==> config.mk <==
export PLATFORM = sky130hd
export DESIGN_NAME = mvor_ctrl
export DESIGN_NICKNAME = d
export VERILOG_FILES = /design/src/rtl/mvor_pkg.sv /design/src/rtl/mvor_ctrl.sv
export SDC_FILE = /design/constraint.sdc
export NUM_CORES = 1
export LEC_CHECK = 0
export BUFFER_PORTS_ARGS = -buffer_cell sky130_fd_sc_hd__buf_2
export CAP_MARGIN = 20
export CORE_AREA = 2 2 39 41
export CTS_BUF_LIST = sky130_fd_sc_hd__clkbuf_16
export CTS_CLUSTER_SIZE = 16
export DETAILED_ROUTE_END_ITERATION = 6
export DIE_AREA = 0 0 41 43
export PLACE_DENSITY_LB_ADDON = 0.15
export SKIP_CTS_REPAIR_TIMING = 1
export SYNTH_ARGS = -nofsm -noshare
export SYNTH_HDL_FRONTEND = slang
export SYNTH_SLANG_ARGS = --single-unit
export TNS_END_PERCENT = 20
==> constraint.sdc <==
create_clock -name clk_i -period 1.5 [get_ports clk_i]
set_input_delay 0 -clock clk_i [delete_from_list [all_inputs] [get_ports clk_i]]
set_output_delay 0 -clock clk_i [all_outputs]
set_load 0.01 [all_outputs]
==> src/rtl/mvor_pkg.sv <==
// shared types, codes and defaults for the vertex one-ring block
package mvor_pkg;

  localparam int MaxVerticesDef  = 1024;
  localparam int MaxTrianglesDef = 2048;
  localparam int MaxValenceDef   = 16;

  localparam int IdxW   = 10;
  localparam int VcntW  = 11;
  localparam int TriW   = 3 * IdxW;

  localparam logic [VcntW-1:0] VcountReset = 11'd1024;

  typedef enum logic [1:0] {
    KIND_LOAD  = 2'd0,
    KIND_QUERY = 2'd1,
    KIND_CLEAR = 2'd2,
    KIND_NONE  = 2'd3
  } kind_e;

  typedef enum logic [2:0] {
    ST_OK        = 3'd0,
    ST_ISOLATED  = 3'd1,
    ST_OPEN      = 3'd2,
    ST_TOO_LONG  = 3'd3,
    ST_BAD_INDEX = 3'd4,
    ST_FULL      = 3'd5
  } status_e;

  typedef enum logic [2:0] {
    S_IDLE,
    S_SCAN,
    S_WALK,
    S_EMIT,
    S_ERR
  } state_e;

  typedef struct packed {
    logic [1:0]      kind;
    logic [IdxW-1:0] corner_a;
    logic [IdxW-1:0] corner_b;
    logic [IdxW-1:0] corner_c;
    logic [IdxW-1:0] query_vertex;
  } in_item_t;

  typedef struct packed {
    logic [IdxW-1:0] neighbor;
    logic [2:0]      status;
    logic            last;
  } out_item_t;

  typedef struct packed {
    logic    load_write;
    logic    clear;
    logic    scan_start;
    logic    scan_run;
    logic    walk_init;
    logic    walk_step;
    logic    push_ring;
    logic    push_err;
    logic    set_err;
    status_e err_code;
  } cmd_t;

  typedef struct packed {
    logic load_bad;
    logic load_full;
    logic query_bad;
    logic scan_done;
    logic found;
    logic too_long;
    logic walk_open;
    logic walk_closed;
    logic out_free;
    logic emit_last;
  } stat_t;

endpackage

==> src/rtl/mvor_ctrl.sv <==
// controller state machine for load, scan, ring walk and result emission
module mvor_ctrl import mvor_pkg::*; (
  input  logic       clk_i,
  input  logic       rst_ni,
  input  logic       in_valid_i,
  input  logic [1:0] kind_i,
  output logic       in_stall_o,
  input  stat_t      stat_i,
  output cmd_t       cmd_o
);

  state_e state_q, state_d;
  logic   accept;

  assign accept     = in_valid_i && (state_q == S_IDLE);
  assign in_stall_o = (state_q != S_IDLE);

  always_ff @(posedge clk_i or negedge rst_ni) begin
    if (!rst_ni) begin
      state_q <= S_IDLE;
    end else begin
      state_q <= state_d;
    end
  end

  always_comb begin
    state_d = state_q;
    unique case (state_q)
      S_IDLE: begin
        if (accept) begin
          unique case (kind_e'(kind_i))
            KIND_LOAD: begin
              if (stat_i.load_bad || stat_i.load_full) state_d = S_ERR;
            end
            KIND_QUERY: state_d = stat_i.query_bad ? S_ERR : S_SCAN;
            KIND_CLEAR: state_d = S_IDLE;
            KIND_NONE:  state_d = S_IDLE;
          endcase
        end
      end
      S_SCAN: begin
        if (stat_i.scan_done) begin
          state_d = (!stat_i.found || stat_i.too_long) ? S_ERR : S_WALK;
        end
      end
      S_WALK: begin
        if (stat_i.walk_open) state_d = S_ERR;
        else if (stat_i.walk_closed) state_d = S_EMIT;
      end
      S_EMIT: begin
        if (stat_i.out_free && stat_i.emit_last) state_d = S_IDLE;
      end
      S_ERR: begin
        if (stat_i.out_free) state_d = S_IDLE;
      end
      default: state_d = S_IDLE;
    endcase
  end

  always_comb begin
    cmd_o = '0;
    cmd_o.err_code = ST_OK;
    unique case (state_q)
      S_IDLE: begin
        if (accept) begin
          unique case (kind_e'(kind_i))
            KIND_LOAD: begin
              if (stat_i.load_bad) begin
                cmd_o.set_err  = 1'b1;
                cmd_o.err_code = ST_BAD_INDEX;
              end else if (stat_i.load_full) begin
                cmd_o.set_err  = 1'b1;
                cmd_o.err_code = ST_FULL;
              end else begin
                cmd_o.load_write = 1'b1;
              end
            end
            KIND_QUERY: begin
              if (stat_i.query_bad) begin
                cmd_o.set_err  = 1'b1;
                cmd_o.err_code = ST_BAD_INDEX;
              end else begin
                cmd_o.scan_start = 1'b1;
              end
            end
            KIND_CLEAR: cmd_o.clear = 1'b1;
            KIND_NONE:  cmd_o.clear = 1'b0;
          endcase
        end
      end
      S_SCAN: begin
        cmd_o.scan_run = 1'b1;
        if (stat_i.scan_done) begin
          if (!stat_i.found) begin
            cmd_o.set_err  = 1'b1;
            cmd_o.err_code = ST_ISOLATED;
          end else if (stat_i.too_long) begin
            cmd_o.set_err  = 1'b1;
            cmd_o.err_code = ST_TOO_LONG;
          end else begin
            cmd_o.walk_init = 1'b1;
          end
        end
      end
      S_WALK: begin
        cmd_o.walk_step = 1'b1;
        if (stat_i.walk_open) begin
          cmd_o.set_err  = 1'b1;
          cmd_o.err_code = ST_OPEN;
        end
      end
      S_EMIT: cmd_o.push_ring = stat_i.out_free;
      S_ERR:  cmd_o.push_err  = stat_i.out_free;
      default: cmd_o = '0;
    endcase
  end

endmodule

* After elaboration in Yosys (flattened, before gate mapping)
Cells that the tools add are included.
** Word-level totals
- Register bits :: 3
- Logic and storage cells :: 60
** Cells by class
- Equality and inequality tests :: 13
- Multiplexer cells :: 36
- Reduce and logical (&&, ||, !) cells :: 10
** Operators by type and width (count)
- $mux W3 :: 11
- $mux W4 :: 8
- $pmux W3 S5 :: 1
- $mux W1 :: 12
- $pmux W4 S3 :: 1
- $pmux W3 S3 :: 1
- $ne A2 B2 Y1 const B :: 4
- $pmux W4 S2 :: 1
- $eq A3 B2 Y1 const B :: 2
- $ne A3 B3 Y1 const B :: 2
- $reduce_and A6 Y1 :: 1
- $eq A2 B2 Y1 const B :: 2
- $eq A3 B1 Y1 const B :: 1
- $eq A3 B3 Y1 const B :: 1
- $logic_not A3 Y1 :: 1
- $reduce_bool A3 Y1 :: 1
- $eq A2 B1 Y1 const B :: 1
- $logic_and A1 B1 Y1 :: 2
- $logic_not A2 Y1 :: 1
- $logic_or A1 B1 Y1 :: 2
- $mux W2 :: 1
- $reduce_or A2 Y1 :: 1
- $logic_not A1 Y1 :: 1

* Longest topological paths before layout
Gate-level depths: netlist (run 1).
- Word-level depth :: 5
- Depth in mapped cells :: 4

* Worst setup path after synthesis (run 1)
OpenSTA, ideal clock, no wires.
- Kind :: register to register
- From :: register state_q[0]
- To :: register state_q[1]
- Data arrival time :: 1.213 ns
- Required time :: 1.372 ns
- Path slack :: 0.159 ns
- Stages on the path, launching flop included :: 5
- Path buffers :: 1
- Path through :: dfrtp_1 buf_6 nor2b_1 a221oi_2 mux2_1
** Between the ends
- Longest elaborated chain between the ends :: 4
- Elaborated cells on any way between the ends :: 14
** Ends and longest elaborated chain
- start, declared :: line mvor_ctrl.sv:12 : state_e state_q, state_d;
- start signal, assigned :: line mvor_ctrl.sv:22 : state_q <= state_d;
- $logic_not A3 Y1 :: line mvor_ctrl.sv:15, mvor_ctrl.sv:28
- $logic_and A1 B1 Y1 :: line mvor_ctrl.sv:15 : assign accept = in_valid_i && (state_q == S_IDLE);
- $ne A2 B2 Y1 (no source line)
- $reduce_and A6 Y1 (no source line)
Parallel ways exist; a longest one is shown, timed or not.
A chain may end at the register's enable or synchronous reset.

==> results.md, run 1 <==
- Outcome: finished, final reports clean
- Final slew viol count: 0
- HP Class: in2async
- Syn Nets: 64
- Most flops, register: state_q
- CP Capture Type: output pin
- Setup crit start kind: flip-flop
- Largest family of logic cells by synthesized area: simple AND/OR/NAND/NOR gates
- Mapped Area: 446.7 um^2
- Comb pwr share: 52.7%
- Crit-path max FO: 5
- R2r setup slk: 40 ps
- Number of synthesized flops with an enable pin: 0
- Final Hold Fails: 0
- Synth area leader: dfrtp_1
- Antenna violations before repair: 0
- Leakage: 0.0003810 uW
- Max-slew headroom: 80.04%
- CTS tree: yes
- DP Cell Count: 93
- Post-DP Area: 595.6 um^2
- Slowest-stage cell, CP: dfrtp_2
- Drt via density: 5.098
- Sw frac: 36.67%
- Post-layout min period: 1469 ps
- H-tree depth: 1
- Syn. warnings: 0
- Fin crit share: 97.95%
- Setup_tns: 0 ps
- I/O Buffers: 27
- Crit path buf inv count: 2
- CP Data Required Time: 1500 ps
- Synth Instances: 49
- Simple-Gate Fraction of Synth Area: 46.78%
- Reg power frac: 16.5%
- Synth Area in Compound Gates: 18.77%
- CTS buffer count: 3
- Largest net degree at the start of global routing: 11
- Syn avg cell area: 9.116 um^2
- Detail Route Antenna Nets: 0
- RSZ-0062 raised after global routing: yes
- Reg2Reg Depth: 4
- Distinct cells, synth: 30
- Slew @ Worst Pin: 298.3 ps
- Area Overhead vs Synth: 66.11%
- CP delay by family, top: simple AND/OR/NAND/NOR gates
- Top cells by area, synth: dfrtp_1 (17%), o41ai_4 (6.2%), nor4b_4 (5.3%), buf_6 (5.0%), mux2i_1 (4.5%)
- Synth Flop Type: dfrtp_1
- Final nets: 102
- Root buf cell: clkbuf_16
- Ys async rst share: 100.0%
- Num rows: 14
- Critical Path AT: 1470 ps
- XOR/XNOR Fraction of Synth Area: 0%
- Mux cell area share after synthesis: 7.003%
- Clock latency on the worst-skew pair: 220 ps
- Die span in x: 41 um
- DR vias: 520
- Max reg flops: 3
- Fmax: 680.6 MHz
- Crit-path max cell delay: 390 ps
- Vias in the first global route: 404
- Internal power: 852.5 uW
- Layout Skew: 2.288 ps
- Share of cells above drive strength 1: 58.14%
- Chip height: 43 um
- Reg2reg end: state_q[1]$_DFFE_PN0P_
- DRT Wirelength: 1.228 mm
- Synth top area share: 16.81%
- Clock sinks: 3
- Crit Path Class: reg2out
- Placer congestion estimate: 0.7551
- Post-synthesis adder-cell area fraction: 0%
- RR Startpoint: state_q[1]$_DFFE_PN0P_
- Final hold slack: 121.9 ps
- Sequential cell area: 78.83 um^2
- Core ar.: 1384 um^2
- Detailed-router iteration count before antenna repair: 4
- GRT Overall Usage: 15.01%
- Clk buf depth: 2
- Finished Layout Cells: 102
- Register area share after synthesis: 16.81%
- # DRC: 0
- Io pins: 28
- Multi-input logic area: 344.1 um^2
- Crit path cell chain: buf_6, nor4_4, nand4_1, nand3_1, buf_2
- Die area: 1763 um^2
- Design area: 742.0 um^2
- Final setup vio count: 0
- Largest registers: state_q (3)
- GRT overflow: 0
- Switch Pwr: 493.7 uW
- FF+latch count, synth: 3
- Initial DRC Count: 11
- Hpwl dp: 934.8 um
- Max cap viols: 0
- # diodes: 0
- Maximum vdd drop: 1.064 mV
- Initial Util: 32.28%
- First-pass GRT wire length: 1.800 mm
- Fillers: 138
- Count leader, synth: nand2_1
- PwrDens: 1814 nW/um^2
- Avg WL per Cell: 12.04 um
- Clock transition at path regs: 30 ps
- Clock power share: 30.8%
- Most frequent cells after synthesis: nand2_1 (5), nor2_1 (4), dfrtp_1 (3), inv_1 (3), nand4_1 (3)
-- layer usage --
metal | up-vias | part of all wire (%) | wire, um | global-route usage [%]
met2 | 14 | 47 | 578 | 20.00
met5 | - | 0 | 0 | 0
met1 | 238 | 49 | 603 | 21.75
met4 | 0 | 0 | 0 | 4.000
met3 | 0 | 3.7 | 46 | 6.283
li1 | 268 | - | - | -
-- kinds of logic (layout without fill, tap and decap cells) --
family          count (synthesis)  count (layout)
buf+inv                         6              43
mux                             3               3
flops                           3               3
compound gates                  7               7
simple gates                   30              30
-- how the worst max path moves through the flow --
stage / startpoint / slack [ps] / end / cells past startpoint
global placement: state_q[0]$_DFFE_PN0P_ / 60 / state_q[1]$_DFFE_PN0P_ / 3
CTS: state_q[1]$_DFFE_PN0P_ / -150 / cmd_o[3] / 5
floorplan: state_q[0]$_DFFE_PN0P_ / 160 / state_q[1]$_DFFE_PN0P_ / 4
finish: state_q[1]$_DFFE_PN0P_ / 30 / cmd_o[3] / 5
global route: state_q[1]$_DFFE_PN0P_ / -70 / cmd_o[3] / 5
detailed placement: state_q[0]$_DFFE_PN0P_ / 50 / state_q[1]$_DFFE_PN0P_ / 3
-- cells in the final DEF (no fill, tap or decap), types with 2 or more instances in the layout --
master	netlist	final
inv_1	3	4
and3_1	2	2
nor2b_1	2	2
nand2_1	5	5
nand4_1	3	3
buf_2	0	27
dfrtp_2	0	3
buf_4	0	7
nand3b_1	2	2
nor3b_2	1	2
nor4b_1	2	2
mux2i_1	2	2
nor2_1	4	4
clkbuf_16	0	3
-- metrics by stage --
step,total power (uW),utilization [%],setup WS [ps]
2_1_floorplan,642.3,-,159.3
3_3_place_gp,820.1,43.04,57.36
3_5_place_dp,817.9,43.04,48.55
4_1_cts,1241,48.73,-148.7
5_1_grt,1443,53.62,-68.56
6_report,1346,53.62,30.72
-- power groups by stage --
stage	combinational, uW	clock [uW]	sequential, uW
after floorplan	503	0	139
after global placement	604	0	216
after detailed placement	604	0	214
after CTS	606	420	215
after global routing	776	434	233
final	709	415	223
-- layout make-up --
cell class,count,area share [%]
Multi-Input combinational cell,40,46.37
Inverter,3,1.518
Clock buffer,3,10.12
Sequential cell,3,10.62
Clock inverter,1,0.5059
Timing Repair Buffer,36,28.16
Tap cell,16,2.698
(Power assumes the default switching activity.)
==> inputs of run 2 (changes only) <==
Settings changed: RECOVER_POWER set to 50.
==> run 2 against run 1 <==
Critical path depth unchanged. Via count stayed put. Combinational power barely moved. Worst hold slack better by 14 ps. Clock skew about the same. Die area is the same. Sequential power hardly changed. Sequential cell count is the same. Worst setup slack is essentially flat. Count of clock-buffer cells in the layout did not move. Maximum frequency about the same. Clock power barely moved. Critical path type unchanged.
==> results.md, run 2 (synthesis gave the netlist of run 1 again) <==
- Switch Pwr: 493.6 uW (was 493.7 uW)
- Fillers: 139 (was 138)
- Clock latency on the worst-skew pair: 220 ps (about the same)
- Clk buf depth: 2 (unchanged)
- Num rows: 14 (unchanged)
- Detail Route Antenna Nets: 0 (unchanged)
- Final hold slack: 135.4 ps (was 121.9 ps)
- Die area: 1763 um^2 (unchanged)
- Chip height: 43 um (unchanged)
- GRT busiest layer: met1 (unchanged)
- RSZ-0062 raised after global routing: yes (unchanged)
- Largest net degree at the start of global routing: 11 (unchanged)
- Fin crit share: 97.93% (was 97.95%)
- Most frequent cells in the layout: buf_2 (26), buf_4 (7), nand2_1 (5) (was buf_2 (27), buf_4 (7), nand2_1 (5))
- Total power: 1346 uW (about the same)
- GRT Overall Usage: 15.01% (unchanged)
- Io pins: 28 (unchanged)
- Clock sinks: 3 (unchanged)
- Internal power: 852.1 uW (was 852.5 uW)
- Crit-path max FO: 5 (unchanged)
- Placer congestion estimate: 0.7551 (unchanged)
- DR vias: 520 (unchanged)
- Drt via density: 5.098 (unchanged)
- Reg power frac: 16.5% (about the same)
- Largest registers: state_q (3) (unchanged)
- CP delay by family, top: simple AND/OR/NAND/NOR gates (unchanged)
- PwrDens: 1817 nW/um^2 (was 1814 nW/um^2)
- HP Class: in2async (unchanged)
- Share of cells above drive strength 1: 56.98% (was 58.14%)
- Clock transition at path regs: 30 ps (about the same)
- I/O Buffers: 27 (unchanged)
- Final slew viol count: 0 (unchanged)
- Detailed-router iteration count before antenna repair: 4 (unchanged)
- Outcome: finished, final reports clean (unchanged)
- CP Capture Type: output pin (unchanged)
- Final nets: 102 (unchanged)
- GRT overflow: 0 (unchanged)
- Most flops, register: state_q (unchanged)
- Clock power share: 30.8% (about the same)
- Commonest non-fill, non-tap cell in the layout: buf_2 (unchanged)
- Critical Path AT: 1470 ps (about the same)
- # DRC: 0 (unchanged)
- Antenna violations before repair: 0 (unchanged)
- Comb pwr share: 52.6% (was 52.7%)
- Avg WL per Cell: 12.03 um (was 12.04 um)
- GRT met3 Usage: 6.283% (unchanged)
- Crit path cell chain: buf_6, nor4_4, nand4_1, nand3_1, buf_2 (unchanged)
- Vias in the first global route: 404 (unchanged)
- Leakage: 0.0003783 uW (was 0.0003810 uW)
- Fmax: 680.7 MHz (was 680.6 MHz)
- Hpwl dp: 934.8 um (unchanged)
- DRT Wirelength: 1.227 mm (was 1.228 mm)
- Maximum vdd drop: 1.064 mV (about the same)
- Core ar.: 1384 um^2 (unchanged)
- Setup_tns: 0 ps (unchanged)
- Slowest-stage cell, CP: dfrtp_2 (unchanged)
- Initial DRC Count: 11 (unchanged)
- Crit path buf inv count: 2 (unchanged)
- Final Hold Fails: 0 (unchanged)
- Root buf cell: clkbuf_16 (unchanged)
- Layout Skew: 2.297 ps (was 2.288 ps)
- Final setup vio count: 0 (unchanged)
- Die span in x: 41 um (unchanged)
- Design area: 740.7 um^2 (was 742.0 um^2)
- Area Overhead vs Synth: 65.83% (was 66.11%)
- Setup crit start kind: flip-flop (unchanged)
- First-pass GRT wire length: 1.800 mm (unchanged)
- Post-DP Area: 595.6 um^2 (unchanged)
- Max-slew headroom: 80.04% (unchanged)
- H-tree depth: 1 (unchanged)
- Met2 Use GR: 20.00% (unchanged)
- GR met1 Demand/Resource: 21.75% (unchanged)
- Crit-path max cell delay: 390 ps (about the same)
- Max reg flops: 3 (unchanged)
- CTS tree: yes (unchanged)
- Max cap viols: 0 (unchanged)
- # diodes: 0 (unchanged)
- Final core occ: 53.53% (was 53.62%)
- Post-layout min period: 1469 ps (about the same)
- Initial Util: 32.28% (unchanged)
- Slew @ Worst Pin: 298.3 ps (unchanged)
- CP Data Required Time: 1500 ps (about the same)
- CTS buffer count: 3 (unchanged)
- Sw frac: 36.68% (was 36.67%)
- Crit Path Class: reg2out (unchanged)
[run 2: changes by cell type in the layout (fill, tap and decap cells not counted)]
cell and change:
clkbuf_1 +1, buf_2 -1
[run 2: path summary, 6_finish.rpt]
kind,start,endpoint,slack (ps),cells past startpoint
min reg2reg,state_q[1]$_DFFE_PN0P_,state_q[1]$_DFFE_PN0P_,620,2
max reg2reg,state_q[1]$_DFFE_PN0P_,state_q[1]$_DFFE_PN0P_,40,4
min in group clk_i,stat_i[3],state_q[2]$_DFFE_PN0P_,140,3
max in group asynchronous,rst_ni,state_q[0]$_DFFE_PN0P_,1180,2
min,rst_ni,state_q[2]$_DFFE_PN0P_,140,2
max,state_q[1]$_DFFE_PN0P_,cmd_o[3],30,5
[run 2: power by group through the flow]
stage	sequential, uW	clock (uW)	combinational (uW)
6_report	223	415	708
5_1_grt	233	434	775
4_1_cts	215	420	606
3_5_place_dp	214	0	604
3_3_place_gp	216	0	604
2_1_floorplan	139	0	503
[run 2: cell type report]
cell class | instances | area [um^2] | area share, %
well taps | 16 | 20.02 | 2.703
clock inverters | 1 | 3.754 | 0.5068
clock buffers | 3 | 75.07 | 10.14
inverters | 3 | 11.26 | 1.520
multi-input cells | 40 | 344.1 | 46.45
repair buffers | 36 | 207.7 | 28.04
flip-flops and latches | 3 | 78.83 | 10.64
[run 2: per-layer routing]
layer | part of all wire, % | vias up
li1 | - | 268
met1 | 49 | 238
met3 | 3.7 | 0
met2 | 47 | 14
met4 | 0 | 0
met5 | 0 | -
[run 2: per-stage QoR]
step                cells  setup slack, ps
finish                102            30.98
detailed placement     93            48.55
global placement       93            57.36
global route          102           -68.56
floorplan              49            159.3
CTS                    97           -148.7
[run 2: worst register-to-register path: stages (launching register included)]
cell,delay [ps]
dfrtp_2,390
buf_4,170
mux2i_1,140
a221oi_2,280
mux2_1,350
